**src/rtl/macd_pkg.sv**
```systemverilog
package macd_pkg;

    localparam int PERIOD_MAX_DEFAULT = 256;

    localparam int PRICE_W   = 32;
    localparam int OUT_W     = 36;
    localparam int CFG_W     = 9;
    localparam int CFG_IDX_W = 2;

    // Q1.24 coefficients and the table divider.
    localparam int FRAC  = 24;
    localparam int K_W   = 25;
    localparam int DIV_W = 26;
    localparam int CHUNK = 24;

    localparam logic [CFG_W-1:0] FAST_RESET   = 9'd12;
    localparam logic [CFG_W-1:0] SLOW_RESET   = 9'd26;
    localparam logic [CFG_W-1:0] SIGNAL_RESET = 9'd9;

    localparam logic signed [63:0] OUT_MAX = 64'sd34359738367;
    localparam logic signed [63:0] OUT_MIN = -64'sd34359738368;

    typedef enum logic [CFG_IDX_W-1:0] {
        REG_FAST   = 2'd0,
        REG_SLOW   = 2'd1,
        REG_SIGNAL = 2'd2
    } reg_idx_t;

    typedef enum logic [1:0] {
        U_FAST   = 2'd0,
        U_SLOW   = 2'd1,
        U_SIGNAL = 2'd2
    } unit_t;

    // What one average does with the current sample.
    typedef enum logic [1:0] {
        K_SKIP = 2'd0,
        K_ADD  = 2'd1,
        K_SEED = 2'd2,
        K_EMA  = 2'd3
    } kind_t;

    typedef struct packed {
        logic  tbl_start;
        logic  load;
        logic  add;
        logic  mul_start;
        logic  mul_step;
        logic  apply;
        logic  macd;
        logic  fin;
        unit_t unit;
    } cmd_t;

    typedef struct packed {
        logic  tbl_busy;
        kind_t kind;
        logic  mul_last;
        logic  out_free;
    } status_t;

    function automatic logic signed [OUT_W-1:0] sat36(input logic signed [63:0] v);
        logic signed [OUT_W-1:0] r;
        if (v > OUT_MAX) begin
            r = OUT_MAX[OUT_W-1:0];
        end else if (v < OUT_MIN) begin
            r = OUT_MIN[OUT_W-1:0];
        end else begin
            r = v[OUT_W-1:0];
        end
        return r;
    endfunction

endpackage

```
**src/rtl/macd_ctrl.sv**
```systemverilog
module macd_ctrl (
    input  logic                             aclk,
    input  logic                             aresetn,
    input  logic                             s_valid,
    input  logic                             cfg_valid,
    input  logic [macd_pkg::CFG_IDX_W-1:0]   cfg_index,
    input  macd_pkg::status_t                status,
    output logic                             s_ready,
    output macd_pkg::cmd_t                   cmd
);

    typedef enum logic [7:0] {
        ST_INIT  = 8'b0000_0001,
        ST_TBL   = 8'b0000_0010,
        ST_IDLE  = 8'b0000_0100,
        ST_EVAL  = 8'b0000_1000,
        ST_MUL   = 8'b0001_0000,
        ST_APPLY = 8'b0010_0000,
        ST_MACD  = 8'b0100_0000,
        ST_FIN   = 8'b1000_0000
    } state_t;

    state_t              state_reg, state_next;
    macd_pkg::unit_t     unit_reg, unit_next;
    logic                cfg_hit;

    always_comb begin
        unique case (cfg_index)
            macd_pkg::REG_FAST, macd_pkg::REG_SLOW, macd_pkg::REG_SIGNAL: cfg_hit = cfg_valid;
            default: cfg_hit = 1'b0;
        endcase
    end

    assign s_ready = (state_reg == ST_IDLE) && !cfg_valid;

    always_comb begin
        state_next = state_reg;
        unit_next  = unit_reg;
        cmd        = '0;
        cmd.unit   = unit_reg;
        unique case (state_reg)
            ST_INIT: begin
                cmd.tbl_start = 1'b1;
                state_next    = ST_TBL;
            end
            ST_TBL: begin
                if (!status.tbl_busy) begin
                    state_next = ST_IDLE;
                end
            end
            ST_IDLE: begin
                if (s_valid && !cfg_valid) begin
                    cmd.load   = 1'b1;
                    unit_next  = macd_pkg::U_FAST;
                    state_next = ST_EVAL;
                end
            end
            ST_EVAL, ST_APPLY: begin
                if (state_reg == ST_EVAL &&
                    (status.kind == macd_pkg::K_SEED || status.kind == macd_pkg::K_EMA)) begin
                    cmd.mul_start = 1'b1;
                    state_next    = ST_MUL;
                end else begin
                    cmd.add   = (state_reg == ST_EVAL) && (status.kind == macd_pkg::K_ADD);
                    cmd.apply = (state_reg == ST_APPLY);
                    unique case (unit_reg)
                        macd_pkg::U_FAST: begin
                            unit_next  = macd_pkg::U_SLOW;
                            state_next = ST_EVAL;
                        end
                        macd_pkg::U_SLOW:   state_next = ST_MACD;
                        macd_pkg::U_SIGNAL: state_next = ST_FIN;
                        default:            state_next = ST_INIT;
                    endcase
                end
            end
            ST_MUL: begin
                cmd.mul_step = 1'b1;
                if (status.mul_last) begin
                    state_next = ST_APPLY;
                end
            end
            ST_MACD: begin
                cmd.macd   = 1'b1;
                unit_next  = macd_pkg::U_SIGNAL;
                state_next = ST_EVAL;
            end
            ST_FIN: begin
                if (status.out_free) begin
                    cmd.fin    = 1'b1;
                    state_next = ST_IDLE;
                end
            end
            default: state_next = ST_INIT;
        endcase
        // A period write restarts the coefficient tables.
        if (cfg_hit) begin
            state_next = ST_INIT;
        end
    end

    always_ff @(posedge aclk) begin
        if (!aresetn) begin
            state_reg <= ST_INIT;
            unit_reg  <= macd_pkg::U_FAST;
        end else begin
            state_reg <= state_next;
            unit_reg  <= unit_next;
        end
    end

endmodule

```
**src/rtl/macd_dpath.sv**
```systemverilog
module macd_dpath #(
    parameter int PERIOD_MAX = macd_pkg::PERIOD_MAX_DEFAULT
) (
    input  logic                                 aclk,
    input  logic                                 aresetn,
    input  macd_pkg::cmd_t                       cmd,
    output macd_pkg::status_t                    status,
    input  logic                                 cfg_valid,
    input  logic [macd_pkg::CFG_IDX_W-1:0]       cfg_index,
    input  logic [macd_pkg::CFG_W-1:0]           cfg_data,
    input  logic [macd_pkg::PRICE_W-1:0]         s_price,
    input  logic                                 s_new_series,
    input  logic                                 m_ready,
    output logic                                 m_valid,
    output logic                                 m_macd_valid,
    output logic signed [macd_pkg::OUT_W-1:0]    m_macd_value,
    output logic                                 m_signal_valid,
    output logic signed [macd_pkg::OUT_W-1:0]    m_signal_value,
    output logic signed [macd_pkg::OUT_W-1:0]    m_histogram_value
);

    localparam int LP    = $clog2(PERIOD_MAX);
    localparam int PW    = $clog2(PERIOD_MAX + 1);
    localparam int DVW   = $clog2(PERIOD_MAX + 2);
    localparam int CNTW  = $clog2(2 * PERIOD_MAX + 1);
    localparam int MCW   = $clog2(PERIOD_MAX + 2);
    localparam int AW    = 38 + LP;
    localparam int NCH   = (AW + macd_pkg::CHUNK - 1) / macd_pkg::CHUNK;
    localparam int MW    = NCH * macd_pkg::CHUNK;
    localparam int PRW   = MW + macd_pkg::K_W;
    localparam int PPW   = macd_pkg::CHUNK + macd_pkg::K_W;
    localparam int CHW   = $clog2(NCH + 1);
    localparam int DBW   = $clog2(macd_pkg::DIV_W);

    function automatic logic [PW-1:0] eff(input logic [macd_pkg::CFG_W-1:0] r);
        logic [PW-1:0] p;
        if (r == '0) begin
            p = PW'(1);
        end else if (32'(r) > PERIOD_MAX) begin
            p = PW'(PERIOD_MAX);
        end else begin
            p = PW'(r);
        end
        return p;
    endfunction

    // Period registers and effective periods.
    logic [macd_pkg::CFG_W-1:0] period_reg [3];
    logic [PW-1:0]              per_eff [3];
    logic                       cfg_hit;

    always_comb begin
        for (int i = 0; i < 3; i++) begin
            per_eff[i] = eff(period_reg[i]);
        end
        unique case (cfg_index)
            macd_pkg::REG_FAST, macd_pkg::REG_SLOW, macd_pkg::REG_SIGNAL: cfg_hit = cfg_valid;
            default: cfg_hit = 1'b0;
        endcase
    end

    always_ff @(posedge aclk) begin
        if (!aresetn) begin
            period_reg[0] <= macd_pkg::FAST_RESET;
            period_reg[1] <= macd_pkg::SLOW_RESET;
            period_reg[2] <= macd_pkg::SIGNAL_RESET;
        end else if (cfg_hit) begin
            period_reg[cfg_index] <= cfg_data;
        end
    end

    // Restoring divider for the gain and seed reciprocal tables.
    logic [macd_pkg::K_W-1:0]   gain_reg [3];
    logic [macd_pkg::K_W-1:0]   recip_reg [3];
    logic                       tbl_busy_reg;
    logic [2:0]                 div_ent_reg;
    logic [DBW-1:0]             div_bit_reg;
    logic [DVW-1:0]             div_d_reg;
    logic [DVW-1:0]             div_rem_reg;
    logic [macd_pkg::DIV_W-1:0] div_quo_reg;

    logic [2:0]                 setup_ent;
    logic [1:0]                 setup_idx;
    logic [PW-1:0]              setup_p;
    logic [DVW-1:0]             setup_d;
    logic [macd_pkg::DIV_W-1:0] setup_n;
    logic [DVW:0]               div_trial;
    logic                       div_ge;
    logic [DVW-1:0]             div_rem_next;
    logic [macd_pkg::DIV_W-1:0] div_quo_next;
    logic [1:0]                 store_idx;
    logic                       div_last;

    always_comb begin
        setup_ent = cmd.tbl_start ? 3'd0 : 3'(div_ent_reg + 3'd1);
        setup_idx = (setup_ent < 3'd3) ? setup_ent[1:0] : 2'(setup_ent - 3'd3);
        setup_p   = per_eff[setup_idx];
        if (setup_ent < 3'd3) begin
            setup_d = DVW'(setup_p) + DVW'(1);
            setup_n = (macd_pkg::DIV_W'(1) << 25) + macd_pkg::DIV_W'(setup_d >> 1);
        end else begin
            setup_d = DVW'(setup_p);
            setup_n = (macd_pkg::DIV_W'(1) << 24) + macd_pkg::DIV_W'(setup_p >> 1);
        end
        div_trial    = {div_rem_reg, div_quo_reg[macd_pkg::DIV_W-1]};
        div_ge       = div_trial >= {1'b0, div_d_reg};
        div_rem_next = div_ge ? DVW'(div_trial - {1'b0, div_d_reg}) : DVW'(div_trial);
        div_quo_next = {div_quo_reg[macd_pkg::DIV_W-2:0], div_ge};
        store_idx    = (div_ent_reg < 3'd3) ? div_ent_reg[1:0] : 2'(div_ent_reg - 3'd3);
        div_last     = (div_bit_reg == DBW'(macd_pkg::DIV_W - 1));
    end

    always_ff @(posedge aclk) begin
        if (!aresetn) begin
            tbl_busy_reg <= 1'b0;
            div_ent_reg  <= '0;
            div_bit_reg  <= '0;
        end else if (cmd.tbl_start) begin
            tbl_busy_reg <= 1'b1;
            div_ent_reg  <= '0;
            div_bit_reg  <= '0;
        end else if (tbl_busy_reg) begin
            if (div_last) begin
                div_bit_reg <= '0;
                div_ent_reg <= 3'(div_ent_reg + 3'd1);
                if (div_ent_reg == 3'd5) begin
                    tbl_busy_reg <= 1'b0;
                end
            end else begin
                div_bit_reg <= DBW'(div_bit_reg + DBW'(1));
            end
        end
    end

    always_ff @(posedge aclk) begin
        if (cmd.tbl_start || (tbl_busy_reg && div_last)) begin
            div_d_reg   <= setup_d;
            div_rem_reg <= '0;
            div_quo_reg <= setup_n;
        end else if (tbl_busy_reg) begin
            div_rem_reg <= div_rem_next;
            div_quo_reg <= div_quo_next;
        end
        if (tbl_busy_reg && div_last && !cmd.tbl_start) begin
            if (div_ent_reg < 3'd3) begin
                gain_reg[store_idx] <= div_quo_next[macd_pkg::K_W-1:0];
            end else begin
                recip_reg[store_idx] <= div_quo_next[macd_pkg::K_W-1:0];
            end
        end
    end

    // Series state.
    logic [macd_pkg::PRICE_W-1:0]     price_reg;
    logic [CNTW-1:0]                  price_count_reg;
    logic [MCW-1:0]                   macd_count_reg;
    logic signed [AW-1:0]             avg_reg [3];
    logic                             mvalid_reg;
    logic signed [macd_pkg::OUT_W-1:0] macd_reg;

    // Shared sign-magnitude multiplier, one chunk per cycle.
    logic [MW-1:0]            mag_reg;
    logic                     neg_reg;
    logic [macd_pkg::K_W-1:0] k_reg;
    logic [PPW-1:0]           pp_reg;
    logic [PRW-1:0]           acc_reg;
    logic [CHW-1:0]           step_reg;

    logic [CNTW-1:0]          n_cur;
    logic [CNTW-1:0]          p_cur;
    macd_pkg::kind_t          kind;
    logic signed [AW-1:0]     x_cur;
    logic signed [AW-1:0]     avg_cur;
    logic signed [AW-1:0]     opnd;
    logic [AW-1:0]            opnd_mag;
    logic [PRW-1:0]           rnd_full;
    logic [AW-1:0]            r_mag;
    logic signed [AW-1:0]     r_s;
    logic [CNTW-1:0]          pc_base;
    logic [CNTW-1:0]          pc_next;
    logic                     mv;
    logic                     sv;
    logic signed [macd_pkg::OUT_W-1:0] sig_v;

    always_comb begin
        n_cur = (cmd.unit == macd_pkg::U_SIGNAL) ? CNTW'(macd_count_reg) : price_count_reg;
        p_cur = CNTW'(per_eff[cmd.unit]);
        if (cmd.unit == macd_pkg::U_SIGNAL && !mvalid_reg) begin
            kind = macd_pkg::K_SKIP;
        end else if (n_cur < p_cur) begin
            kind = macd_pkg::K_ADD;
        end else if (n_cur == p_cur) begin
            kind = macd_pkg::K_SEED;
        end else begin
            kind = macd_pkg::K_EMA;
        end
        if (cmd.unit == macd_pkg::U_SIGNAL) begin
            x_cur = AW'(macd_reg);
        end else begin
            x_cur = $signed({{(AW - macd_pkg::PRICE_W){1'b0}}, price_reg});
        end
        avg_cur  = avg_reg[cmd.unit];
        opnd     = (kind == macd_pkg::K_SEED) ? AW'(avg_cur + x_cur) : AW'(x_cur - avg_cur);
        opnd_mag = opnd[AW-1] ? AW'(-opnd) : AW'(opnd);
        rnd_full = acc_reg + (PRW'(1) << (macd_pkg::FRAC - 1));
        r_mag    = AW'(rnd_full >> macd_pkg::FRAC);
        r_s      = neg_reg ? AW'(-$signed(r_mag)) : $signed(r_mag);
        pc_base  = s_new_series ? '0 : price_count_reg;
        pc_next  = (pc_base < CNTW'(2 * PERIOD_MAX)) ? CNTW'(pc_base + CNTW'(1)) : pc_base;
        mv       = (price_count_reg >= CNTW'(per_eff[0])) &&
                   (price_count_reg >= CNTW'(per_eff[1]));
        sv       = mvalid_reg && (CNTW'(macd_count_reg) >= CNTW'(per_eff[2]));
        sig_v    = macd_pkg::sat36(64'(avg_reg[2]));
    end

    always_ff @(posedge aclk) begin
        if (!aresetn || cfg_hit) begin
            price_count_reg <= '0;
            macd_count_reg  <= '0;
            mvalid_reg      <= 1'b0;
            for (int i = 0; i < 3; i++) begin
                avg_reg[i] <= '0;
            end
        end else begin
            if (cmd.load) begin
                price_count_reg <= pc_next;
                if (s_new_series) begin
                    macd_count_reg <= '0;
                    for (int i = 0; i < 3; i++) begin
                        avg_reg[i] <= '0;
                    end
                end
            end
            if (cmd.add) begin
                avg_reg[cmd.unit] <= AW'(avg_cur + x_cur);
            end
            if (cmd.apply) begin
                if (kind == macd_pkg::K_SEED) begin
                    avg_reg[cmd.unit] <= r_s;
                end else begin
                    avg_reg[cmd.unit] <= AW'(avg_cur + r_s);
                end
            end
            if (cmd.macd) begin
                mvalid_reg <= mv;
                if (mv && (32'(macd_count_reg) < PERIOD_MAX + 1)) begin
                    macd_count_reg <= MCW'(macd_count_reg + MCW'(1));
                end
            end
        end
    end

    always_ff @(posedge aclk) begin
        if (cmd.load) begin
            price_reg <= s_price;
        end
        if (cmd.macd) begin
            macd_reg <= macd_pkg::sat36(64'(avg_reg[0]) - 64'(avg_reg[1]));
        end
        if (cmd.mul_start) begin
            mag_reg  <= MW'(opnd_mag);
            neg_reg  <= opnd[AW-1];
            k_reg    <= (kind == macd_pkg::K_SEED) ? recip_reg[cmd.unit] : gain_reg[cmd.unit];
            pp_reg   <= '0;
            acc_reg  <= '0;
            step_reg <= '0;
        end else if (cmd.mul_step) begin
            pp_reg   <= PPW'(mag_reg[MW-1 -: macd_pkg::CHUNK] * k_reg);
            mag_reg  <= mag_reg << macd_pkg::CHUNK;
            acc_reg  <= PRW'(acc_reg << macd_pkg::CHUNK) + PRW'(pp_reg);
            step_reg <= CHW'(step_reg + CHW'(1));
        end
    end

    // Output register.
    logic m_valid_reg;

    always_ff @(posedge aclk) begin
        if (!aresetn) begin
            m_valid_reg <= 1'b0;
        end else if (cmd.fin) begin
            m_valid_reg <= 1'b1;
        end else if (m_ready) begin
            m_valid_reg <= 1'b0;
        end
    end

    always_ff @(posedge aclk) begin
        if (cmd.fin) begin
            m_macd_valid      <= mvalid_reg;
            m_macd_value      <= mvalid_reg ? macd_reg : '0;
            m_signal_valid    <= sv;
            m_signal_value    <= sv ? sig_v : '0;
            m_histogram_value <= sv ? macd_pkg::sat36(64'(macd_reg) - 64'(sig_v)) : '0;
        end
    end

    assign m_valid         = m_valid_reg;
    assign status.tbl_busy = tbl_busy_reg;
    assign status.kind     = kind;
    assign status.mul_last = (step_reg == CHW'(NCH));
    assign status.out_free = !m_valid_reg || m_ready;

endmodule

```
**src/rtl/macd_indicator_stream.sv**
```systemverilog
// MACD indicator over a stream of unsigned Q16.16 prices. Each accepted price
// yields one result transfer, unless a period write cuts its work short,
// carrying MACD (fast minus slow average), its signal average and the
// histogram, all signed Q20.16 saturated to 36 bits, each with a valid flag
// once the averages are seeded by their plain means. Items are handled one at
// a time; the three average updates share one multiplier that works through
// the operand 24 bits per cycle. After reset and after every write of a period
// register the block rebuilds its gain and reciprocal tables with a bit-serial
// divider, 6 entries of 26 quotient bits, and takes no price until it is done.
// A period write also restarts the series; a write to the unused index is
// ignored. Periods of 0 act as 1 and periods above PERIOD_MAX act as
// PERIOD_MAX. A price flagged new_series restarts all averages first.
module macd_indicator_stream #(
    parameter int PERIOD_MAX = macd_pkg::PERIOD_MAX_DEFAULT
) (
    input  logic                                 aclk,
    input  logic                                 aresetn,
    input  logic                                 s_valid,
    output logic                                 s_ready,
    input  logic [macd_pkg::PRICE_W-1:0]         s_price,
    input  logic                                 s_new_series,
    output logic                                 m_valid,
    input  logic                                 m_ready,
    output logic                                 m_macd_valid,
    output logic signed [macd_pkg::OUT_W-1:0]    m_macd_value,
    output logic                                 m_signal_valid,
    output logic signed [macd_pkg::OUT_W-1:0]    m_signal_value,
    output logic signed [macd_pkg::OUT_W-1:0]    m_histogram_value,
    input  logic                                 cfg_valid,
    output logic                                 cfg_ready,
    input  logic [macd_pkg::CFG_IDX_W-1:0]       cfg_index,
    input  logic [macd_pkg::CFG_W-1:0]           cfg_data
);

    macd_pkg::cmd_t    cmd;
    macd_pkg::status_t status;

    // Register writes are always accepted.
    assign cfg_ready = 1'b1;

    // The controller sequences load, the three average updates, the MACD
    // step and the final output transfer.
    macd_ctrl u_ctrl (
        .aclk      (aclk),
        .aresetn   (aresetn),
        .s_valid   (s_valid),
        .cfg_valid (cfg_valid),
        .cfg_index (cfg_index),
        .status    (status),
        .s_ready   (s_ready),
        .cmd       (cmd)
    );

    // The datapath holds the averages, tables, multiplier and output register.
    macd_dpath #(
        .PERIOD_MAX (PERIOD_MAX)
    ) u_dpath (
        .aclk              (aclk),
        .aresetn           (aresetn),
        .cmd               (cmd),
        .status            (status),
        .cfg_valid         (cfg_valid),
        .cfg_index         (cfg_index),
        .cfg_data          (cfg_data),
        .s_price           (s_price),
        .s_new_series      (s_new_series),
        .m_ready           (m_ready),
        .m_valid           (m_valid),
        .m_macd_valid      (m_macd_valid),
        .m_macd_value      (m_macd_value),
        .m_signal_valid    (m_signal_valid),
        .m_signal_value    (m_signal_value),
        .m_histogram_value (m_histogram_value)
    );

endmodule

```
**config.mk**
```make
export PLATFORM = sky130hd
export DESIGN_NAME = macd_indicator_stream
export DESIGN_NICKNAME = d
export VERILOG_FILES = /design/src/rtl/macd_pkg.sv /design/src/rtl/macd_ctrl.sv /design/src/rtl/macd_dpath.sv /design/src/rtl/macd_indicator_stream.sv
export SDC_FILE = /design/constraint.sdc
export NUM_CORES = 2
export LEC_CHECK = 0
export BUFFER_PORTS_ARGS = -buffer_cell sky130_fd_sc_hd__buf_4
export CORE_ASPECT_RATIO = 1.4
export CORE_MARGIN = 2
export CORE_UTILIZATION = 46
export DETAILED_ROUTE_END_ITERATION = 10
export SLEW_MARGIN = 20
export SYNTH_ARGS = -nofsm -noshare
export SYNTH_HDL_FRONTEND = slang
export SYNTH_SLANG_ARGS = --single-unit
```
**constraint.sdc**
```tcl
create_clock -name aclk -period 9.64 [get_ports aclk]
set_clock_uncertainty 0.15 [all_clocks]
set_input_delay 0 -clock aclk [delete_from_list [all_inputs] [get_ports aclk]]
set_output_delay 0 -clock aclk [all_outputs]
set_load 0.05 [all_outputs]
```
**Word level (Yosys, flattened, before mapping)**

Memory sizes are Yosys's and may differ from the RTL's. A register that Yosys moved wholly into a read port is not among the register bits.
Cells that the tools add are included.

- Bits in registers: 457
- Memory bits (writable): 315
- Input port bits: 49
- Output and inout bits: 113
- Word-level logic and storage cells: 261
- Memories: 4

- Add/subtract/negate cells: 20
- Multiply operators: 1
- Order comparisons: 20
- Equal/unequal tests: 25
- Multiplexer cells: 117
- Bitwise gates (word level): 9
- Reductions and logical operators: 38

Memory list:

| memory | depth | bits a word | rd ports | clocked after Yosys merged registers in | write ports | line | text |
|---|---|---|---|---|---|---|---|
| u_dpath.avg_reg | 3 | 46 | 4 | 1 | 3 | macd_dpath.sv:157 | `logic signed [AW-1:0] avg_reg [3];` |
| u_dpath.gain_reg | 3 | 25 | 1 | 1 | 1 | macd_dpath.sv:73 | `logic [macd_pkg::K_W-1:0] gain_reg [3];` |
| u_dpath.recip_reg | 3 | 25 | 1 | 1 | 1 | macd_dpath.sv:74 | `logic [macd_pkg::K_W-1:0] recip_reg [3];` |
| u_dpath.period_reg | 3 | 9 | 3 | 0 | 3 | macd_dpath.sv:48 | `logic [macd_pkg::CFG_W-1:0] period_reg [3];` |

Operators with widths:

| kind | number |
|---|---|
| 2-to-1 mux 46 bit | 12 |
| 2-to-1 mux 9 bit | 17 |
| 2-to-1 mux 36 bit | 4 |
| greater-than comparator 64 x 36 -> 1 bit, second input constant | 2 |
| < comparator 64 x 36 -> 1 bit, second input constant | 2 |
| adder 46 bit | 2 |
| negation 46 bit | 2 |
| 2-to-1 mux 26 bit | 3 |
| adder 70 x 24 -> 70 bit, second input constant | 1 |
| adder 70 x 49 -> 70 bit | 1 |
| case mux 8 bit (7 select lines) | 1 |
| multiplier 24 x 25 -> 49 bit | 1 |
| 2-to-1 mux 1 bit | 48 |
| subtractor 46 x 46 -> 47 bit | 1 |
| greater-than comparator 46 x 36 -> 1 bit, second input constant | 1 |
| < comparator 46 x 36 -> 1 bit, second input constant | 1 |
| OR reduction 46 bit | 1 |
| subtractor 46 bit | 1 |
| 2-to-1 mux 8 bit | 5 |
| subtractor 36 x 36 -> 37 bit | 1 |
| binary-select mux 9 bit (select 2 bit) | 2 |
| 2-to-1 mux 35 bit | 1 |
| 2-to-1 mux 2 bit | 16 |
| >= comparator 10 x 9 -> 1 bit | 3 |
| other kinds (51) | 101 |

**Logic depth before layout (Yosys ltp)**

An unclocked memory read counts as a cell.

- Word-level depth: 23
- Gate-level depth with buffers: 30

**By module**

Synthesis repeated with hierarchy kept, for this count alone.

- Cells, all modules: 7566
- Area, all modules: 71594.9 µm²

By module, submodules not included:

| module | instances | cells each | area an instance (µm²) |
|---|---|---|---|
| macd_dpath | 1 | 7478 | 70878.0 |
| macd_ctrl | 1 | 86 | 705.7 |
| macd_indicator_stream | 1 | 2 | 11.3 |

**Least setup slack after synthesis**

OpenSTA, ideal clock, no wires.

- Path kind: reg-to-reg
- Start point: reg u_dpath.mag_reg[41]
- End point: reg u_dpath.pp_reg[48]
- Setup time: 132 ps
- Arrival time: 7178 ps
- Path slack: 2179 ps
- Stages on the path, launching flop included: 29
- Path buffers: 3
- Period minus slack after synthesis: 7461 ps
- Path through: edfxtp_1 > clkbuf_1 > clkbuf_1 > nand2_1 > fa_1 > inv_1 > fa_1 > inv_1 > fa_1 > inv_1 > fa_1 > fa_1 > fa_1 > inv_1 > fa_1 > inv_1 > ha_1 > clkbuf_1 > nand4_1 > nor2_1 > and3_1 > a221o_1 > a311oi_1 > or2_2 > or4_1 > a31oi_1 > a31oi_1 > xnor2_1 > a21oi_1

- Longest elaborated chain between the ends: 1

Ends and longest elaborated chain:

| element | line | text |
|---|---|---|
| start, declared | macd_dpath.sv:162 | `logic [MW-1:0] mag_reg;` |
| start signal, assigned | macd_dpath.sv:261 | `mag_reg <= MW'(opnd_mag);` |
| start signal, assigned | macd_dpath.sv:269 | `mag_reg <= mag_reg << macd_pkg::CHUNK;` |
| multiplier 24 x 25 -> 49 bit | macd_dpath.sv:268 | `pp_reg <= PPW'(mag_reg[MW-1 -: macd_pkg::CHUNK] * k_reg);` |
| end signal, assigned | macd_dpath.sv:268 |  |
| end, declared | macd_dpath.sv:165 | `logic [PPW-1:0] pp_reg;` |

Every way passes these cells.
A chain may end at the register's enable or synchronous reset.

**Worst setup path after layout**

- Start point: reg u_dpath.k_reg[7] in the netlist's numbering
- End point: reg u_dpath.pp_reg[48]

- Longest elaborated chain between the ends: 1

Ends and longest elaborated chain:

| element | line | text |
|---|---|---|
| start, declared | macd_dpath.sv:164 | `logic [macd_pkg::K_W-1:0] k_reg;` |
| start signal, assigned | macd_dpath.sv:263 | `k_reg <= (kind == macd_pkg::K_SEED) ? recip_reg[cmd.unit] : gain_reg[cmd.unit];` |
| multiplier 24 x 25 -> 49 bit | macd_dpath.sv:268 |  |

Every way passes these cells.

==> run metrics <==
fin nets=8731; Starting Density=46.4%; GRT overflow=0; critical path endpoint category=flop; die area=158000 µm²; Synth cell types=101; pwr/cell area=124 nW/µm²; PnR Total Power=9660 µW; H-tree depth=3; global-route total usage across every layer=28.5%; post-CTS setup buffers=0; drt pass-1 iters=6; first-pass GRT wire length=343000 µm; Core Area=153000 µm²; post-layout util=50.9%; Synth Warn #=0; setup tns final=0 ps; Synth Flop Type=edfxtp_1; share of the synthesized area in the top cell type=27.3%; routed wire length=226000 µm; r2r setup slk=1130 ps; Max-slew headroom=29.0%; MaxCap Viol Count=0; Num CTS Buffers=83; crit start category=flop; Residual DRC=0; fin crit period=8510 ps; Hold Vio Cnt, Final=0; EDFF count, synth=646; max reg flops=184; multi-input logic area=43700 µm²; DRT iter0 DRCs=3795; Synth Instances=7640; Die Height=469 µm; largest net degree at the start of global routing=101; status=completed; fill cell count=14300; clock-pin slew of the registers on the worst-case setup and hold paths=70 ps; setup violators final=0; antenna violations before repair=2; Least-Margin Pin Slew=1050 ps; CTS tree=yes; CTS Buffer Depth=3; share of layout cells above drive strength 1=7.01%; vias in the first global route=57300; Seq cells post-synth=820; routability cong.=0.964; count leader, synth=nand2_1; clock sink total=820; Synth area leader=edfxtp_1; antenna-violating nets left=0; synth cell count leaders=941 x nand2_1, 857 x inv_1, 646 x edfxtp_1, 533 x nor2_1, 511 x fa_1; Worst VDD drop=148 µV; syn_nets=8673; Vias=55900; worst skew pair latency=760 ps; FP Rows=170; RSZ-0062 raised after global routing=false; WP data required=10060 ps; IO Pins=162; period utilization=88.3%; Pins Over Slew Limit=0; worst flop-to-flop path startpoint=u_dpath.k_reg[7]; Leak=0.0339 µW; Syn Area/Cell=9.31 µm²; Seq/Total Area, Yosys=32.2%; area delta synth->final=9.71%; Worst Path Max Fanout=24; Crit Path Class=flop to flop; via density per instance=5.69; DP HPWL=174000 µm; Area contributors post-synth=edfxtp_1 27%, fa_1 14%, ha_1 8.3%; Hold Crit Start=cfg_data[2]; Register Area=22900 µm²; Die Wd=336 µm; Critical Path Start=u_dpath.k_reg[7]; DR WL/cell=23.0 µm; Post-synth ARST share=0%; worst hold path class=input port to flop; FMAX=118 MHz; Root Buffer=clkbuf_16; crit path DAT=8930 ps; Mapped Area=71100 µm²; PortBufs=160
==> logic make-up (layout without fill, tap and decap cells) <==
group,Yosys count,after routing,synth area share [%]
buffers and inverters,1239,1364,6.60
AOI/OAI and AO/OA,1504,1504,13.1
other,1,2,0.00527
adders and majority gates,984,984,22.7
DFF,820,820,32.2
muxes,120,120,2.95
xor gates and xnor gates,419,419,5.16
and+or+nand+nor,2553,2553,17.2
==> layout by cell type, fill, tap and decap left out, drive strengths merged, types with 15 or more instances in the layout <==
cell type and count:
a211oi 61, a21o 182, a21oi 486, a31oi 87, and2 400, and3 64
and4 20, buf 255, clkbuf 112, clkinv 32, dfxtp 174, dlygate4sd3 94
edfxtp 646, fa 511, ha 473, inv 863, mux2i 41, mux4 71
nand2 941, nand2b 77, nand3 117, nand3b 15, nand4 51, nor2 535
nor2b 70, nor3 98, nor4 49, o211ai 48, o21a 32, o21ai 361
o21bai 50, o31ai 35, or2 23, or3 36, or4 16, xnor2 269
xor2 150
==> path summary, 6_finish.rpt <==
path / to / cells after the start
min reg2reg: u_dpath.acc_reg[16] / 2
min: u_dpath.period_reg[2][2] / 3
max: u_dpath.pp_reg[48] / 25
max reg2reg: u_dpath.pp_reg[48] / 25
==> final cells by class <==
| class | count | area share [%] |
|---|---|---|
| Multi-Input combinational cell | 5581 | 56.0 |
| Tap cell | 2064 | 3.31 |
| Antenna cell | 1 | 0.00321 |
| Timing Repair Buffer | 349 | 3.66 |
| Clock inverter | 40 | 0.547 |
| Inverter | 863 | 4.15 |
| Sequential cell | 820 | 29.3 |
| Clock buffer | 112 | 2.95 |
==> report_power, final <==
part	switching, µW	internal (µW)
Combinational	1380	862
Sequential	124	3970
Clock	1520	1810
==> metrics by stage <==
stage                     area [µm²]  hold WS, ps  setup slack (ps)  std cells
final                          78000         12.4              1130       9830
after floorplan                71100        -51.1              2180       7640
after CTS                      78000        0.409              1180       9828
after detailed placement       74300         29.3              1280       9582
after global placement         74300         29.1              1230       9582
after global routing           78000         35.9               683       9830
==> critical path, stage by stage (launching register included) <==
cell and delay [ps]:
edfxtp_1 960, and2_1 260, fa_1 440, fa_1 520
inv_1 120, fa_1 550, inv_1 50, fa_1 410
fa_1 500, fa_1 500, inv_1 60, fa_1 590
inv_1 60, ha_1 400, o21ai_0 120, a21oi_1 190
o21ai_0 100, nor2_1 300, a221o_1 330, a311oi_1 160
or2_2 350, or4_1 550, a31oi_1 250, a31oi_1 140
xnor2_1 170, a21oi_1 80
==> routing by layer <==
metal / vias up / global-route usage [%] / share of wire, %
li1: 26000 / - / -
met4: 2 / 17.9 / 7.0
met1: 27700 / 33.0 / 38
met3: 491 / 2.54 / 4.3
met5: - / 0 / 0.0058
met2: 1650 / 50.5 / 51
==> what timing repair did <==
item                                    in CTS  in global routing
resized for setup                            0                  0
hold buffers                                94                  0
endpoints found under the setup margin       0                  0
hold endpoints to repair                   154                  0
Note: power is estimated with default switching activity, not from simulation.
